### config.mk
export PLATFORM = sky130hd
export DESIGN_NAME = cbus_serial_master_flat
export DESIGN_NICKNAME = d
export VERILOG_FILES = /design/src/rtl/cbm_pkg.sv /design/src/rtl/cbm_if.sv /design/src/rtl/cbm_seq.sv /design/src/rtl/cbm_obuf.sv /design/src/rtl/cbus_serial_master.sv /design/src/flat_wrapper.sv
export SDC_FILE = /design/constraint.sdc
export NUM_CORES = 1
export LEC_CHECK = 0
export BUFFER_PORTS_ARGS = -buffer_cell sky130_fd_sc_hd__buf_2
export CORE_MARGIN = 2
export CORE_UTILIZATION = 60
export CTS_BUF_LIST = sky130_fd_sc_hd__clkbuf_4 sky130_fd_sc_hd__clkbuf_8
export CTS_CLUSTER_SIZE = 20
export DETAILED_ROUTE_END_ITERATION = 10
export PLACE_DENSITY = 0.81
export SLEW_MARGIN = 20
export SYNTH_ARGS = -nofsm -noshare
export SYNTH_HDL_FRONTEND = slang
export SYNTH_HIERARCHICAL = 1
export SYNTH_SLANG_ARGS = --single-unit
### constraint.sdc
create_clock -name clk_i -period 5.7 [get_ports clk_i]
set_input_delay 0.285 -clock clk_i [delete_from_list [all_inputs] [get_ports clk_i]]
set_output_delay 0.285 -clock clk_i [all_outputs]
set_load 0.02 [all_outputs]
### src/rtl/cbm_pkg.sv
// Types and constants of the serial bus master.
package cbm_pkg;

  localparam int unsigned DevBits  = 3;
  localparam int unsigned RegBits  = 5;
  localparam int unsigned WordBits = 16;
  localparam int unsigned HdrBits  = DevBits + 1 + RegBits;
  localparam int unsigned SendBits = HdrBits + WordBits;
  localparam int unsigned CntBits  = 5;
  localparam int unsigned HpBits   = 16;

  typedef enum logic [2:0] {
    PH_IDLE    = 3'd0,
    PH_SEND_LO = 3'd1,
    PH_SEND_HI = 3'd2,
    PH_RECV_LO = 3'd3,
    PH_RECV_HI = 3'd4,
    PH_END_LO  = 3'd5,
    PH_END_HI  = 3'd6
  } phase_e;

  typedef struct packed {
    logic                start_req;
    logic                mode;
    logic [DevBits-1:0]  dev_addr;
    logic [RegBits-1:0]  reg_addr;
    logic [WordBits-1:0] write_data;
    logic                data_pin_in;
  } req_t;

  typedef struct packed {
    logic                clk_pin;
    logic                data_pin_out;
    logic                data_pin_drive;
    logic                sel_pin;
    logic                busy_res;
    logic                done_res;
    logic [WordBits-1:0] read_data;
  } res_t;

endpackage

### src/rtl/cbm_if.sv
// Channel interfaces of the serial bus master: configuration, tick input and result.
interface cbm_cfg_if;
  logic                        valid;
  logic                        ready;
  logic [cbm_pkg::HpBits-1:0]  half_period;

  modport source (output valid, output half_period, input ready);
  modport sink (input valid, input half_period, output ready);
endinterface

interface cbm_in_if;
  logic                          valid;
  logic                          ready;
  logic                          start_req;
  logic                          mode;
  logic [cbm_pkg::DevBits-1:0]   dev_addr;
  logic [cbm_pkg::RegBits-1:0]   reg_addr;
  logic [cbm_pkg::WordBits-1:0]  write_data;
  logic                          data_pin_in;

  modport source (output valid, output start_req, output mode, output dev_addr,
                  output reg_addr, output write_data, output data_pin_in, input ready);
  modport sink (input valid, input start_req, input mode, input dev_addr,
                input reg_addr, input write_data, input data_pin_in, output ready);
endinterface

interface cbm_out_if;
  logic                          valid;
  logic                          ready;
  logic                          clk_pin;
  logic                          data_pin_out;
  logic                          data_pin_drive;
  logic                          sel_pin;
  logic                          busy_res;
  logic                          done_res;
  logic [cbm_pkg::WordBits-1:0]  read_data;

  modport source (output valid, output clk_pin, output data_pin_out, output data_pin_drive,
                  output sel_pin, output busy_res, output done_res, output read_data,
                  input ready);
  modport sink (input valid, input clk_pin, input data_pin_out, input data_pin_drive,
                input sel_pin, input busy_res, input done_res, input read_data,
                output ready);
endinterface

### src/rtl/cbm_seq.sv
// Transfer sequencer: phase, tick and bit state, and the line levels of one tick.
module cbm_seq (
  input  logic                        clk_i,
  input  logic                        rst_ni,
  input  logic                        cfg_we_i,
  input  logic [cbm_pkg::HpBits-1:0]  cfg_hp_i,
  input  logic                        acc_i,
  input  cbm_pkg::req_t               req_i,
  output cbm_pkg::res_t               res_o
);

  logic [cbm_pkg::HpBits-1:0]   hp_q;
  logic [cbm_pkg::SendBits-1:0] send_q, send_d, send_e;
  logic [cbm_pkg::WordBits-1:0] recv_q, recv_d, recv_e;
  logic [cbm_pkg::CntBits-1:0]  bits_q, bits_d, bits_e, bits_dec;
  cbm_pkg::phase_e              phase_q, phase_d, phase_e, phase_cur;
  logic [cbm_pkg::HpBits-1:0]   tick_q, tick_d, tick_e;
  logic                         rd_q, rd_d, rd_e;
  logic [cbm_pkg::HpBits-1:0]   hp_eff;
  logic [cbm_pkg::HpBits:0]     tick_inc;
  logic                         start, last;

  always_comb begin
    phase_cur = (phase_q > cbm_pkg::PH_END_HI) ? cbm_pkg::PH_IDLE : phase_q;
    start     = (phase_cur == cbm_pkg::PH_IDLE) && req_i.start_req;

    rd_e    = start ? req_i.mode : rd_q;
    send_e  = start ? {req_i.dev_addr, req_i.mode, req_i.reg_addr,
                       (req_i.mode ? '0 : req_i.write_data)} : send_q;
    recv_e  = start ? '0 : recv_q;
    bits_e  = start ? (req_i.mode ? cbm_pkg::CntBits'(cbm_pkg::HdrBits)
                                  : cbm_pkg::CntBits'(cbm_pkg::SendBits)) : bits_q;
    phase_e = start ? cbm_pkg::PH_SEND_LO : phase_cur;
    tick_e  = start ? '0 : tick_q;

    hp_eff   = (hp_q == '0) ? cbm_pkg::HpBits'(1) : hp_q;
    tick_inc = {1'b0, tick_e} + (cbm_pkg::HpBits+1)'(1);
    last     = tick_inc >= {1'b0, hp_eff};
    bits_dec = bits_e - cbm_pkg::CntBits'(1);

    res_o                = '0;
    res_o.sel_pin        = 1'b1;
    res_o.busy_res       = 1'b1;
    unique case (phase_e)
      cbm_pkg::PH_SEND_LO, cbm_pkg::PH_SEND_HI: begin
        res_o.clk_pin        = (phase_e == cbm_pkg::PH_SEND_HI);
        res_o.data_pin_out   = send_e[cbm_pkg::SendBits-1];
        res_o.data_pin_drive = 1'b1;
        res_o.sel_pin        = 1'b0;
      end
      cbm_pkg::PH_RECV_LO, cbm_pkg::PH_RECV_HI: begin
        res_o.clk_pin = (phase_e == cbm_pkg::PH_RECV_HI);
        res_o.sel_pin = 1'b0;
      end
      cbm_pkg::PH_END_LO: begin
      end
      cbm_pkg::PH_END_HI: begin
        res_o.clk_pin = 1'b1;
      end
      default: begin
        res_o.busy_res = 1'b0;
      end
    endcase

    rd_d    = rd_e;
    send_d  = send_e;
    recv_d  = recv_e;
    bits_d  = bits_e;
    phase_d = phase_e;
    tick_d  = tick_e;
    if (phase_e != cbm_pkg::PH_IDLE) begin
      if (!last) begin
        tick_d = tick_inc[cbm_pkg::HpBits-1:0];
      end else begin
        tick_d = '0;
        unique case (phase_e)
          cbm_pkg::PH_SEND_LO: begin
            phase_d = cbm_pkg::PH_SEND_HI;
          end
          cbm_pkg::PH_SEND_HI: begin
            send_d = {send_e[cbm_pkg::SendBits-2:0], 1'b0};
            bits_d = bits_dec;
            if (bits_dec == '0) begin
              if (rd_e) begin
                bits_d  = cbm_pkg::CntBits'(cbm_pkg::WordBits);
                phase_d = cbm_pkg::PH_RECV_LO;
              end else begin
                phase_d = cbm_pkg::PH_END_LO;
              end
            end else begin
              phase_d = cbm_pkg::PH_SEND_LO;
            end
          end
          cbm_pkg::PH_RECV_LO: begin
            phase_d = cbm_pkg::PH_RECV_HI;
          end
          cbm_pkg::PH_RECV_HI: begin
            recv_d  = {recv_e[cbm_pkg::WordBits-2:0], req_i.data_pin_in};
            bits_d  = bits_dec;
            phase_d = (bits_dec == '0) ? cbm_pkg::PH_END_LO : cbm_pkg::PH_RECV_LO;
          end
          cbm_pkg::PH_END_LO: begin
            phase_d = cbm_pkg::PH_END_HI;
          end
          default: begin
            res_o.done_res  = 1'b1;
            res_o.read_data = rd_e ? recv_e : '0;
            phase_d         = cbm_pkg::PH_IDLE;
          end
        endcase
      end
    end
  end

  always_ff @(posedge clk_i or negedge rst_ni) begin
    if (!rst_ni) begin
      hp_q <= cbm_pkg::HpBits'(1);
    end else if (cfg_we_i) begin
      hp_q <= cfg_hp_i;
    end
  end

  always_ff @(posedge clk_i or negedge rst_ni) begin
    if (!rst_ni) begin
      rd_q    <= 1'b0;
      send_q  <= '0;
      recv_q  <= '0;
      bits_q  <= '0;
      phase_q <= cbm_pkg::PH_IDLE;
      tick_q  <= '0;
    end else if (acc_i) begin
      rd_q    <= rd_d;
      send_q  <= send_d;
      recv_q  <= recv_d;
      bits_q  <= bits_d;
      phase_q <= phase_d;
      tick_q  <= tick_d;
    end
  end

endmodule

### src/rtl/cbm_obuf.sv
// Result register with a skid stage, so a new beat is taken while one waits.
module cbm_obuf (
  input  logic          clk_i,
  input  logic          rst_ni,
  input  logic          push_i,
  input  cbm_pkg::res_t data_i,
  output logic          ready_o,
  output logic          valid_o,
  output cbm_pkg::res_t data_o,
  input  logic          ready_i
);

  logic          main_vld_q, main_vld_d, skid_vld_q, skid_vld_d;
  cbm_pkg::res_t main_q, main_d, skid_q, skid_d;

  assign ready_o = !skid_vld_q;
  assign valid_o = main_vld_q;
  assign data_o  = main_q;

  always_comb begin
    main_vld_d = main_vld_q;
    main_d     = main_q;
    skid_vld_d = skid_vld_q;
    skid_d     = skid_q;
    if (!main_vld_q || ready_i) begin
      if (skid_vld_q) begin
        main_vld_d = 1'b1;
        main_d     = skid_q;
        skid_vld_d = 1'b0;
      end else begin
        main_vld_d = push_i;
        main_d     = data_i;
      end
    end else if (push_i) begin
      skid_vld_d = 1'b1;
      skid_d     = data_i;
    end
  end

  always_ff @(posedge clk_i or negedge rst_ni) begin
    if (!rst_ni) begin
      main_vld_q <= 1'b0;
      skid_vld_q <= 1'b0;
    end else begin
      main_vld_q <= main_vld_d;
      skid_vld_q <= skid_vld_d;
    end
  end

  always_ff @(posedge clk_i) begin
    main_q <= main_d;
    skid_q <= skid_d;
  end

endmodule

### src/rtl/cbus_serial_master.sv
// Three-wire serial bus master driven by one tick per input beat. Every accepted
// beat is one tick and yields exactly one result beat with the clock, data, select
// and status levels of that tick; a beat can be taken every cycle while the buffer
// has room, and its result is registered there. The sequencer state is updated
// once per accepted beat, and a two-entry result buffer keeps input beats flowing
// while a result waits. Write half_period only while no transfer is running.
module cbus_serial_master (
  input  logic         clk_i,
  input  logic         rst_ni,
  cbm_cfg_if.sink      cfg_i,
  cbm_in_if.sink       in_i,
  cbm_out_if.source    out_o
);

  cbm_pkg::req_t req;
  cbm_pkg::res_t res, res_out;
  logic          acc, buf_ready;

  assign cfg_i.ready = 1'b1;
  assign in_i.ready  = buf_ready;
  assign acc         = in_i.valid && buf_ready;

  assign req.start_req   = in_i.start_req;
  assign req.mode        = in_i.mode;
  assign req.dev_addr    = in_i.dev_addr;
  assign req.reg_addr    = in_i.reg_addr;
  assign req.write_data  = in_i.write_data;
  assign req.data_pin_in = in_i.data_pin_in;

  cbm_seq u_seq (
    .clk_i    (clk_i),
    .rst_ni   (rst_ni),
    .cfg_we_i (cfg_i.valid),
    .cfg_hp_i (cfg_i.half_period),
    .acc_i    (acc),
    .req_i    (req),
    .res_o    (res)
  );

  cbm_obuf u_obuf (
    .clk_i   (clk_i),
    .rst_ni  (rst_ni),
    .push_i  (acc),
    .data_i  (res),
    .ready_o (buf_ready),
    .valid_o (out_o.valid),
    .data_o  (res_out),
    .ready_i (out_o.ready)
  );

  assign out_o.clk_pin        = res_out.clk_pin;
  assign out_o.data_pin_out   = res_out.data_pin_out;
  assign out_o.data_pin_drive = res_out.data_pin_drive;
  assign out_o.sel_pin        = res_out.sel_pin;
  assign out_o.busy_res       = res_out.busy_res;
  assign out_o.done_res       = res_out.done_res;
  assign out_o.read_data      = res_out.read_data;

endmodule

### src/flat_wrapper.sv
// flat-port wrapper written by rule: the top's interface ports become plain ports
module cbus_serial_master_flat 
  (clk_i, rst_ni, cfg_i_valid, cfg_i_half_period, cfg_i_ready, in_i_valid, in_i_start_req, in_i_mode, in_i_dev_addr, in_i_reg_addr, in_i_write_data, in_i_data_pin_in, in_i_ready, out_o_valid, out_o_clk_pin, out_o_data_pin_out, out_o_data_pin_drive, out_o_sel_pin, out_o_busy_res, out_o_done_res, out_o_read_data, out_o_ready);
  cbm_cfg_if cfg_i_i ();
  cbm_in_if in_i_i ();
  cbm_out_if out_o_i ();
  input  logic clk_i;
  input  logic rst_ni;
  input wire logic [$bits(cfg_i_i.valid)-1:0] cfg_i_valid;
  input wire logic [$bits(cfg_i_i.half_period)-1:0] cfg_i_half_period;
  output wire logic [$bits(cfg_i_i.ready)-1:0] cfg_i_ready;
  input wire logic [$bits(in_i_i.valid)-1:0] in_i_valid;
  input wire logic [$bits(in_i_i.start_req)-1:0] in_i_start_req;
  input wire logic [$bits(in_i_i.mode)-1:0] in_i_mode;
  input wire logic [$bits(in_i_i.dev_addr)-1:0] in_i_dev_addr;
  input wire logic [$bits(in_i_i.reg_addr)-1:0] in_i_reg_addr;
  input wire logic [$bits(in_i_i.write_data)-1:0] in_i_write_data;
  input wire logic [$bits(in_i_i.data_pin_in)-1:0] in_i_data_pin_in;
  output wire logic [$bits(in_i_i.ready)-1:0] in_i_ready;
  output wire logic [$bits(out_o_i.valid)-1:0] out_o_valid;
  output wire logic [$bits(out_o_i.clk_pin)-1:0] out_o_clk_pin;
  output wire logic [$bits(out_o_i.data_pin_out)-1:0] out_o_data_pin_out;
  output wire logic [$bits(out_o_i.data_pin_drive)-1:0] out_o_data_pin_drive;
  output wire logic [$bits(out_o_i.sel_pin)-1:0] out_o_sel_pin;
  output wire logic [$bits(out_o_i.busy_res)-1:0] out_o_busy_res;
  output wire logic [$bits(out_o_i.done_res)-1:0] out_o_done_res;
  output wire logic [$bits(out_o_i.read_data)-1:0] out_o_read_data;
  input wire logic [$bits(out_o_i.ready)-1:0] out_o_ready;
  assign cfg_i_i.valid = cfg_i_valid;
  assign cfg_i_i.half_period = cfg_i_half_period;
  assign cfg_i_ready = cfg_i_i.ready;
  assign in_i_i.valid = in_i_valid;
  assign in_i_i.start_req = in_i_start_req;
  assign in_i_i.mode = in_i_mode;
  assign in_i_i.dev_addr = in_i_dev_addr;
  assign in_i_i.reg_addr = in_i_reg_addr;
  assign in_i_i.write_data = in_i_write_data;
  assign in_i_i.data_pin_in = in_i_data_pin_in;
  assign in_i_ready = in_i_i.ready;
  assign out_o_valid = out_o_i.valid;
  assign out_o_clk_pin = out_o_i.clk_pin;
  assign out_o_data_pin_out = out_o_i.data_pin_out;
  assign out_o_data_pin_drive = out_o_i.data_pin_drive;
  assign out_o_sel_pin = out_o_i.sel_pin;
  assign out_o_busy_res = out_o_i.busy_res;
  assign out_o_done_res = out_o_i.done_res;
  assign out_o_read_data = out_o_i.read_data;
  assign out_o_i.ready = out_o_ready;
  cbus_serial_master u_core (.clk_i(clk_i), .rst_ni(rst_ni), .cfg_i(cfg_i_i), .in_i(in_i_i), .out_o(out_o_i));
endmodule
==> impl_metrics.ini, run 1 <==
[drt]
vias = 5275
drtPass1Iterations = 7
drtAntennaViolNets = 0
finalWirelength_um = 14500
drcViolationCount = 0
wire_per_inst_um = 16.3
drtIter0Drc = 365
vias_per_cell = 5.94

[die]
fp.dieH_um = 111
core_area_sq_um = 11300
initial_utilization = 0.610
die_x_um = 111
die_area_sq_um = 12400
rows = 39
pin_count = 73

[place]
portBuffers = 71
hpwl_um = 9660
pre_cts_ws_ns = 0.456
place_congestion = 0.944

[worst_hold_path]
hp-start = cfg_i_half_period[4]
min_to = u_core/u_seq/hp_q[4]
hold_depth = 3
hold_path.class = input pin to register

[worst_setup_path]
cp.arrival_ns = 5.69
required_ns = 6.02
crit_fanout = 16
timing.rr.end = u_core/u_obuf/data_o[0]
criticalPathCategory = register to register
reg2regPathDepth = 18
r2r-start = u_core/u_seq/phase_q[2]
crit_path_start_kind = register
rrSetupSlack_ns = 0.33
endpoint_kind = register

[grt]
globalRoute.totalOverflow = 0
antenna_found_initial = 0
grt_max_degree = 85
grt_pass1_wl_um = 24700
gr-usage-all-layers = 0.245
grt_pass1_vias = 5215

[cells_and_area]
drive_above_1_share = 0.197
seq_area_sq_um = 3420
n_antenna_cell = 0
syn2layout_area_growth_pct = 12.2
fill_cells = 856
multi_input_area_sq_um = 3100
fin_nets = 800

[synth]
synth_compound_area_frac = 0.159
yosysMostFrequentCell = nand2_1
synth.top_cells.by_count = 104 x nand2_1, 83 x dfrtp_1, 44 x edfxtp_1
synth_top_family_by_area = simple AND/OR/NAND/NOR gates
synth_area_leader_cell = dfrtp_1
synth_cell_type_count = 69
synthAdderAreaFrac = 0.0362
yosys.area_share.simple = 0.173
synth_edf_count = 44
synth_seq_cells = 128
ys_seq_area_frac = 0.496
postSynth.asyncResetShare = 0.656
yosysTopAreaCellShare = 0.301
synthMuxAreaShare = 0.0620
synthXorXnorAreaFrac = 0.0178
netlist_instances = 676
ys.flop_type = dfrtp_1
avgSynthCellArea_sq_um = 10.2
syn_nets = 744
netlist_area_sq_um = 6910
synth_area_leaders = dfrtp_1 30%, edfxtp_1 19%, nand2_1 5.7%
yosys_warnings = 6

[pwr]
power_uw = 2530
p_leak_uw = 0.00346
peakVddDrop_v = 0.000226
powerDensity_nw_per_um2 = 327

[sta]
finalWorstSetupSlack_ns = 0.331
setup_viol = 0
rsz0062_at_grt = false
post-route-min-period_ns = 5.37
max_slew_margin = 0.373
drv_slew = 0
setup-tns-final_ns = 0
worst_pin_slew_ns = 0.939
hold_violations = 0
fmax_mhz = 186
fin_crit_sh = 0.942
skew_ns = 0.0106

[clock_network]
numCtsBuffers = 17
insertion_delay_ns = 0.45
cts_tree = yes
clockRootBuffer = clkbuf_8
post_cts_buffers = 0
cts_sinks = 128
cts_max_level = 4
clk_pin_slew_ns = 0.08
cts_buffer_depth = 2

[outcome]
status = complete, no violations

[job]
maxCapViolations = 0
==> layout make-up <==
type                            count  share of cell area
Clock buffer                       19              0.0321
Clock inverter                     13              0.0302
Inverter                           35              0.0170
Multi-Input combinational cell    470               0.400
Sequential cell                   128               0.442
Tap cell                          143              0.0231
Timing Repair Buffer               80              0.0557
==> critical path: stages, from the launching register on <==
cell and delay (ns):
dfrtp_1 0.53, ha_1 0.39, o21bai_1 0.25, a32oi_1 0.37, and2_1 0.24, ha_1 0.21, and4_1 0.28, nand2b_1 0.11
or3_1 0.34, a21oi_1 0.18, ha_1 0.18, nand3_1 0.10, nor3_1 0.32, and4_1 0.30, a21boi_4 0.11, nand2_2 0.27
nor4b_4 0.64, and2_1 0.26, mux2_2 0.16
==> state kept, by name, summed over array words and instances (netlist names) <==
name and count:
u_core/u_seq/hp_q 16, u_core/u_seq/phase_q 3, u_core/u_seq/bits_q 5, u_core/u_seq/recv_q 16, u_core/u_obuf/skid_vld_q 1, u_core/u_obuf/valid_o 1
u_core/u_seq/send_q 25, u_core/u_seq/tick_q 16, u_core/u_obuf/skid_q 22, u_core/u_seq/rd_q 1, u_core/u_obuf/data_o 22
==> how the worst max path moves through the flow <==
stage                                  from                        to  slack (ns)
floorplan           u_core/u_seq/phase_q[1]  u_core/u_obuf/data_o[10]        0.82
global placement    u_core/u_seq/phase_q[2]   u_core/u_obuf/data_o[6]        0.75
detailed placement  u_core/u_seq/phase_q[2]  u_core/u_obuf/data_o[13]        0.46
CTS                 u_core/u_seq/phase_q[2]  u_core/u_obuf/data_o[13]        0.44
global route        u_core/u_seq/phase_q[2]  u_core/u_obuf/data_o[14]       0.007
finish              u_core/u_seq/phase_q[2]   u_core/u_obuf/data_o[0]        0.33
==> metal layers <==
metal | vias up | track usage | wire [um] | share of wire
met2 | 169 | 0.406 | 7090 | 0.49
met3 | 28 | 0.0547 | 730 | 0.050
met4 | 0 | 0.0856 | 284 | 0.020
met1 | 2545 | 0.320 | 6390 | 0.44
li1 | 2533 | - | - | -
met5 | - | 0 | 0 | 0
==> stage by stage <==
stage               utilization  area (sq um)  hold WS (ns)  cells
finish                    0.684          7750        0.0428    888
detailed placement        0.640          7250         0.477    855
global placement          0.640          7250         0.466    855
CTS                       0.683          7730        0.0182    887
floorplan                     -          6910       -0.0106    676
global route              0.684          7750        0.0363    888
==> placed cells by master (no fill, tap or decap), types with 6 or more instances in the layout <==
cell type  Yosys  layout
nand2_1      104     104
dfrtp_1       83      83
buf_2          7      70
edfxtp_1      44      44
o21ai_0       42      42
inv_1         35      35
nor2_1        32      32
and2_1        23      23
nand3_1       23      23
a21oi_1       23      23
ha_1          20      20
mux2_4        18      18
a22o_1        18      18
clkbuf_8       0      17
o21ai_1       16      16
nand3b_1      15      15
o221ai_1      13      13
xor2_1         9       9
mux2i_1        9       9
buf_4          4       8
nand2b_1       9       8
nor3_1         8       8
bufinv_16      0       6
mux2_2         6       6
==> kinds of logic (layout without fill, tap and decap cells) <==
logic type                 after synthesis  after routing
other                                    1              1
xor gates and xnor gates                14             14
adders and majority gates               20             20
muxes                                   33             33
and+or+nand+nor                        243            243
AOI/OAI and AO/OA                      159            159
buffers and inverters                   78            147
DFF                                    128            128
==> report_power, final <==
group | switching [uW] | leakage, uW | internal (uW)
combinational | 278 | 0.00166 | 187
sequential | 64.2 | 0.00155 | 1060
clock | 367 | 0.000242 | 577
==> what timing repair did <==
action	CTS	global route
gates resized for setup	0	0
hold buffers	0	1
setup endpoints to repair	0	0
endpoints found under the hold margin	0	83
No activity file was read; power rests on OpenSTA's default activity.
==> inputs of run 2 (changes only) <==
Settings changed: CORE_ASPECT_RATIO set to 1.25, GPL_ROUTABILITY_DRIVEN set to 0.
==> run 2 against run 1 <==
Global-route usage down 0.23 points. Critical path depth unchanged. Sequential share of layout area up 0.67 points. Final cell count down 0.79%. Utilization up 0.086 points. Largest cell class unchanged.
==> impl_metrics.ini, run 2 (synthesis results as in run 1) <==
[outcome]
status = complete, no violations

[worst_setup_path]
crit_path_start_kind = register
endpoint_kind = register
cp.arrival_ns = 5.39
path_cells = ha_1 > o21bai_1 > a32oi_1 > and2_1 > ha_1 > and4_1 > nand4_1 > xor2_1 > nor2_1 > ha_1 > and2_0 > a221o_1 > a221oi_1 > a21boi_4 > nand2_2 > nor4b_4 > and2_1 > mux2_4
max_stage_delay_ns = 0.51
path_common_cell = ha_1
required_ns = 5.89
reg2regPathDepth = 18
critPathSlowestCell = dfrtp_1
criticalPathCategory = register to register
crit_fanout = 16

[clock_network]
cts_resized = 0
cts_hold_buf = 1
clockRootBuffer = clkbuf_8
cts_max_level = 4
post_cts_buffers = 0
cts_sinks = 128
numCtsBuffers = 17
insertion_delay_ns = 0.44
cts_buffer_depth = 2
cts_tree = yes
clk_pin_slew_ns = 0.08

[drt]
vias_per_cell = 5.95
finalWirelength_um = 13900
wire_per_inst_um = 15.8
drtIter0Drc = 360
drcViolationCount = 0
drtAntennaViolNets = 0
vias = 5245
drtPass1Iterations = 5

[grt]
grt_pass1_wl_um = 24100
antenna_found_initial = 0
grt_max_degree = 47
grt_pass1_vias = 5207
globalRoute.totalOverflow = 0
gr-usage-all-layers = 0.243

[cells_and_area]
syn2layout_area_growth_pct = 10.5
final_cell_area_sq_um = 7630
fin_nets = 801
largest-register = u_core/u_seq/send_q
n_antenna_cell = 0
final_cell_mix = 104 x nand2_1, 83 x dfrtp_1, 70 x buf_2
fill_cells = 836
largest_reg_flops = 25
final_common_cell = nand2_1
drive_above_1_share = 0.198

[worst_hold_path]
hold_depth = 3
hold_path.class = input pin to register

[sta]
rsz0062_at_grt = false
fmax_mhz = 192
drv_slew = 0
setup_viol = 0
setup-tns-final_ns = 0
worst_pin_slew_ns = 0.937
skew_ns = 0.0160
hold_violations = 0
post-route-min-period_ns = 5.20
max_slew_margin = 0.374
fin_crit_sh = 0.912
finalWorstSetupSlack_ns = 0.501

[pwr]
powerDensity_nw_per_um2 = 304
peakVddDrop_v = 0.000192
p_leak_uw = 0.00340

[job]
maxCapViolations = 0

[place]
place_area_sq_um = 7250
portBuffers = 71
hpwl_um = 9680
pre_cts_ws_ns = 0.570

[die]
pin_count = 73
rows = 43
fp.dieH_um = 124
core_area_sq_um = 11100
die_area_sq_um = 12400
die_x_um = 100
initial_utilization = 0.620
[run 2: changes by cell type in the layout (fill, tap and decap cells not counted), moves of 2 or more]
cell,delta
buf_4,+2
bufinv_16,-5
inv_6,+3
clkinvlp_4,+3
[run 2: area by class of cell]
type	instances	area, sq um	area share
sequential	128	3420	0.449
timing repair buffer	81	435	0.0570
clock inverter	14	131	0.0172
inverter	35	131	0.0172
tap	135	169	0.0221
multi-input combinational	470	3100	0.406
clock buffer	18	241	0.0316
[run 2: critical path, delay by kind of cell, from the launching register on]
kind	cells	cell delay (ns)
AO/OA/AOI/OAI	5	1.48
XOR/XNOR	1	0.16
adder cells (fa/ha/maj)	3	0.88
flip-flops	1	0.51
multiplexers	1	0.26
AND/OR/NAND/NOR	8	1.65
[run 2: routing by layer]
metal  GRT usage  part of all wire
met5           0                 0
met1       0.307              0.45
met2       0.412              0.49
met4       0.108             0.018
met3      0.0415             0.042
[run 2: worst paths after layout]
path / to / slack, ns / startpoint
min reg2reg: u_core/u_seq/send_q[0] / 0.49 / u_core/u_seq/send_q[0]
max: u_core/u_obuf/data_o[7] / 0.50 / u_core/u_seq/phase_q[2]
max in group asynchronous: u_core/u_seq/bits_q[4] / 4.36 / rst_ni
min: u_core/u_seq/hp_q[9] / 0.05 / cfg_i_half_period[9]
min in group asynchronous: u_core/u_seq/hp_q[14] / 0.34 / rst_ni
max reg2reg: u_core/u_obuf/data_o[7] / 0.50 / u_core/u_seq/phase_q[2]
[run 2: power by group]
part	switching, uW	internal, uW	leakage (uW)
Clock	376	354	0.000180
Sequential	60.5	1060	0.00155
Combinational	280	188	0.00167
Total	717	1600	0.00340
[run 2: stage by stage]
| stage | utilization | cells | power, uW | hold WS, ns |
|---|---|---|---|---|
| 6_report | 0.685 | 881 | 2320 | 0.0510 |
| 5_1_grt | 0.685 | 881 | 2450 | 0.0430 |
| 4_1_cts | 0.685 | 881 | 2340 | 0.0318 |
| 3_5_place_dp | 0.651 | 848 | 1600 | 0.279 |
| 3_3_place_gp | 0.651 | 848 | 1580 | 0.280 |
| 2_1_floorplan | - | 676 | 1480 | -0.0106 |
